--- src/design/brf_ram.sv ---
// generic single-port-write, one-read ram with registered read
`timescale 1ns / 1ps
module brf_ram #(
	parameter int unsigned WIDTH = 8,
	parameter int unsigned DEPTH = 16
) (
	input  logic                     clk,
	input  logic                     we,
	input  logic [$clog2(DEPTH)-1:0] waddr,
	input  logic [WIDTH-1:0]         wdata,
	input  logic [$clog2(DEPTH)-1:0] raddr,
	output logic [WIDTH-1:0]         rdata
);
	logic [WIDTH-1:0] mem_q [DEPTH];

	always_ff @(posedge clk) begin
		if (we) begin
			mem_q[waddr] <= wdata;
		end
		rdata <= mem_q[raddr];
	end
endmodule

--- config.mk ---
export PLATFORM = sky130hd
export DESIGN_NAME = brf_ram
export DESIGN_NICKNAME = d
export VERILOG_FILES = /design/src/design/brf_ram.sv
export SDC_FILE = /design/constraint.sdc
export NUM_CORES = 1
export LEC_CHECK = 0
export BUFFER_PORTS_ARGS = -buffer_cell sky130_fd_sc_hd__buf_2
export CAP_MARGIN = 20
export CORE_UTILIZATION = 65
export CTS_CLUSTER_DIAMETER = 80
export CTS_CLUSTER_SIZE = 24
export DETAILED_ROUTE_END_ITERATION = 16
export HOLD_SLACK_MARGIN = 0.12
export PLACE_DENSITY = 0.85
export SLEW_MARGIN = 20
export SYNTH_ARGS = -nofsm -noshare
export SYNTH_HDL_FRONTEND = slang
export SYNTH_SLANG_ARGS = --single-unit
--- constraint.sdc ---
create_clock -name clk -period 5.3 [get_ports clk]
set_clock_uncertainty 0.05 [all_clocks]
set_input_delay 0.53 -clock clk [delete_from_list [all_inputs] [get_ports clk]]
set_output_delay 0.53 -clock clk [all_outputs]
set_load 0.01 [all_outputs]
## Word level (Yosys, flattened, before mapping)

Memory sizes are Yosys's and may differ from the RTL's. A register that Yosys moved wholly into a read port is not among the register bits.
Index checks and enable logic that the tools add are counted.

| storage, ports and cells | value |
|---|---|
| register bits after elaboration | 0 |
| bits in writable memories | 128 |
| bits of input ports | 18 |
| output and inout bits | 8 |
| logic and storage cells | 3 |
| memories | 1 |

Memories:

| memory | depth | width | rd ports | clocked after memory_dff | wr ports | RTL line | source |
|---|---|---|---|---|---|---|---|
| mem_q | 16 | 8 | 1 | 1 | 1 | 14 | `logic [WIDTH-1:0] mem_q [DEPTH];` |

| operators by class | value |
|---|---|
| multiplexer cells | 2 |

Operators with widths:

| operator | number |
|---|---|
| 1-bit two-way mux | 2 |

## Depth between registers and ports, before layout

| logic depth | value |
|---|---|
| depth in word-level cells | 2 |
| depth in mapped cells | 5 |

## Worst setup path before layout

Ideal clock, no wire load.

| timing path | value |
|---|---|
| path kind | in2reg |
| start point | input waddr[2] |
| end point | memory mem_q[0][0], enable pin |
| arrival time | 1640 ps |
| setup slack | 3227 ps |
| stages on the path | 2 |
| path buffers | 0 |
| cells stage by stage | or3b_2 -> nor3_1 |

RTL lines:

| item | RTL line | source |
|---|---|---|
| start: declaration | 9 | `input logic [$clog2(DEPTH)-1:0] waddr,` |
| end: declaration | 14 |  |

Straight into the memory's write port.

==> summary by stage <==
GRT
The overall fraction of global-route tracks in use is 0.263. The via count of the first global-routing pass is 2358. The total grt overflow is 0. The initial antenna violation count is 0. The largest net degree at the start of global routing is 33. The first global-routing pass estimated 14500 um of wire.

Min path
The startpoint of the worst hold path is wdata[6]. The tightest min-delay check is of the in -> reg type. Counting instances, the worst hold path has a depth of 1. The worst hold path terminates at mem_q[2][6].

Final layout
The area growth from synthesis to layout is 15.5%. The share of layout cells above drive strength 1 is 0.285. In the final design database the tool counted 282 nets. The antenna diode count is 0.

Synthesis
The most used flip-flop cell after synthesis is edfxtp_1. The most frequent cell after synthesis is edfxtp_1. The number of distinct library cells after synthesis is 19. Yosys attributes the largest share of cell area to edfxtp_1 75%, mux4_2 7.9%, mux4_1 7.1%. The area fraction of the dominant cell type after synthesis is 0.747.

The net count of the mapped netlist is 247. Yosys mapped a number of flops with a built-in enable equal to between 100 and 150. In this run, synthesis produced a sequential element count of 136.

Summing every instance area after synthesis gives 0.00515 mm2. The per-instance average area after synthesis is 22.5 um2. During synthesis, Yosys emitted a total of 0 warnings. After synthesis, the most frequently instantiated cells are 128 x edfxtp_1, 18 x mux4_2, 16 x a22oi_1.

Synthesis produced a netlist whose cell count is 229. For this run, the register share of the synthesized area comes to 0.778. The cell taking the most area after synthesis is edfxtp_1. For this run, asynchronously set or reset flops after synthesis account for 0.

Placement
During placement, the flow inserted port buffers numbering 25. OpenSTA, run right after detailed placement, puts the worst setup slack at ~2700 ps. The final RePlAce weighted congestion is 0.804.

The final HPWL from detailed placement is 5730 um.

Critical path
The worst setup path is of the in -> reg kind. The capture point of the worst reg-to-reg path is rdata[4]. Together, buffers and inverters on the worst path number 1.

The slowest library cell on the worst path is buf_2. The data required time at the worst endpoint is 5630 ps. The critical path goes through buf_2, mux4_1, a22oi_1, nand2_1. Measured in cells, the most critical reg-to-reg path has a length of 3. The biggest fanout along the worst timing path is 32.

The critical path data arrival time is 2400 ps. The element type at the critical path start is an input port. The worst register-to-register path has a setup slack of 3830 ps. The startpoint identified for the worst register-to-register timing path is mem_q[9][4]. The delay of the slowest critical-path stage is 760 ps. The cell class contributing the biggest share of worst-path delay is buffers and inverters. STA classifies the critical path endpoint as a flip-flop.

Run
Across the run, the number of max-cap violations was 0.

Clock network
The CTS root buffer is clkbuf_8. The H-tree was split into 4 levels. The clock tree from TritonCTS is yes. The post-cts sizing count is 0. The number of buffers inserted for hold repair after clock tree synthesis is 0. For the worst-skew pair, the clock arrives at the later sink with an insertion delay of 510 ps. The buffers inserted during post-CTS setup optimization is 0. The longest clock path from root to sink contains 2 buffers. The clock slew seen by the registers of the worst setup and hold paths is 60 ps.

The number of buffers added by the clock tree synthesis step is 17. The clock drives approximately 140 sinks.

Route
In this run, the number of DRC markers left after iteration 0 of detailed routing was 315. The post-detailed-route wirelength per cell is 25.8 um. Detailed routing inserted a total of 2432 vias.

For this run, design rule violations remaining after detail routing come to 0. The post-route antenna net violation count is 0. The total wirelength of the detailed-routed design is a little under 10000 um. The number of optimization iterations in the first detailed-route pass is 7. The number of vias per cell is 6.42.

Floorplan
The width of the chip is about 91 um. During I/O placement, the number of pins put on the boundary was 26. For this configuration, the core starts out at a cell density of 0.670.

The core area is just under 0.008 mm2. The total die area is ~0.0083 mm2. In this run the core area contains 32 standard-cell rows. The overall die height is 91.0 um.

Status
The run finished with clean final reports.

STA
The peak clock frequency supported by timing is slightly below 500 MHz. In the final timing run, aggregate negative setup slack is 0 ps. Once routing completed, OpenROAD measured the worst setup slack at 3230 ps. The final critical-path required period is 2070 ps. The max-slew violation count is 0. The fraction of the cycle the final worst path needs is 0.390.

The relative slew slack is 0.275. For the pin with the worst max-slew slack, the measured transition is between 1000 and 1500 ps. Setup repair after global routing left no endpoint under its margin. The setup violation total in the final timing report is 0.

The hold violation count in the final report is 0.

Power
The maximum vdd ir drop is 303 uV. For this design the static power due to leakage is 2.00 nW. In this run the power density over the cells is between 400 and 500 mW/mm2.
-- worst max-delay path by stage --
stage / start / end / slack, ps / depth (start not counted)
final: raddr[0] / rdata[4] / 3230 / 4
after global routing: raddr[0] / rdata[4] / 3120 / 4
after CTS: raddr[0] / rdata[4] / 3230 / 4
after detailed placement: raddr[0] / rdata[4] / 2720 / 4
after global placement: raddr[0] / rdata[4] / 2730 / 4
after floorplan: waddr[2] / mem_q[0][0] / 3230 / 2
-- area by class of cell --
class                      count  area, um2
sequential                   136       4000
fill                         393       1740
multi-input combinational     83       1070
clock buffer                  19        432
clock inverter                13        178
timing repair buffer          26        133
tap                          102        128
-- through the flow --
stage,util,std cells,area (um2),power (mW),hold WS (ps)
after global routing,0.773,379,5950,2.57,349
after CTS,0.773,379,5940,2.51,336
after global placement,0.694,347,5330,1.33,602
after floorplan,-,229,5150,1.29,579
after detailed placement,0.694,347,5330,1.34,600
final,0.773,379,5950,2.50,358
-- power by group --
part | internal [mW] | switching (mW)
registers | 1.20 | 0.00867
logic | 0.0429 | 0.0640
clock network | 0.772 | 0.412
total | 2.02 | 0.485
-- state kept, by name (all words and copies together) (netlist names) --
| signal | flops |
|---|---|
| mem_q | 128 |
| rdata | 8 |
-- cells in the final DEF, fill, tap and decap left out --
| cell | instances |
|---|---|
| bufinv_16 | 4 |
| clkbuf_16 | 16 |
| nand3b_1 | 2 |
| clkbuf_1 | 1 |
| buf_4 | 1 |
| nor2b_1 | 1 |
| or3b_2 | 1 |
| clkinv_4 | 2 |
| buf_2 | 25 |
| nand3_1 | 1 |
| and2_1 | 1 |
| clkinvlp_4 | 2 |
| clkinv_2 | 5 |
| mux4_1 | 14 |
| and2b_1 | 1 |
| nand2_1 | 9 |
| dfxtp_1 | 8 |
| nor2_1 | 13 |
| nor3_2 | 3 |
| nor3_1 | 1 |
| mux4_2 | 18 |
| edfxtp_1 | 128 |
| a22oi_1 | 16 |
| nand2b_1 | 2 |
| clkbuf_8 | 2 |
-- kinds of logic after synthesis --
family | after synthesis | synth area share
flops | 136 | 0.778
simple gates | 35 | 0.0318
mux | 32 | 0.150
compound gates | 16 | 0.0233
buf+inv | 10 | 0.0168
-- layer usage --
metal  global-route usage  vias to the layer above  part of all wire
met4                0.124                        0             0.021
met5                    0                        -                 0
met3               0.0704                       20             0.069
li1                     -                     1042                 -
met2                0.390                      127              0.49
met1                0.374                     1243              0.42
Power figures use the tool's default switching activity.
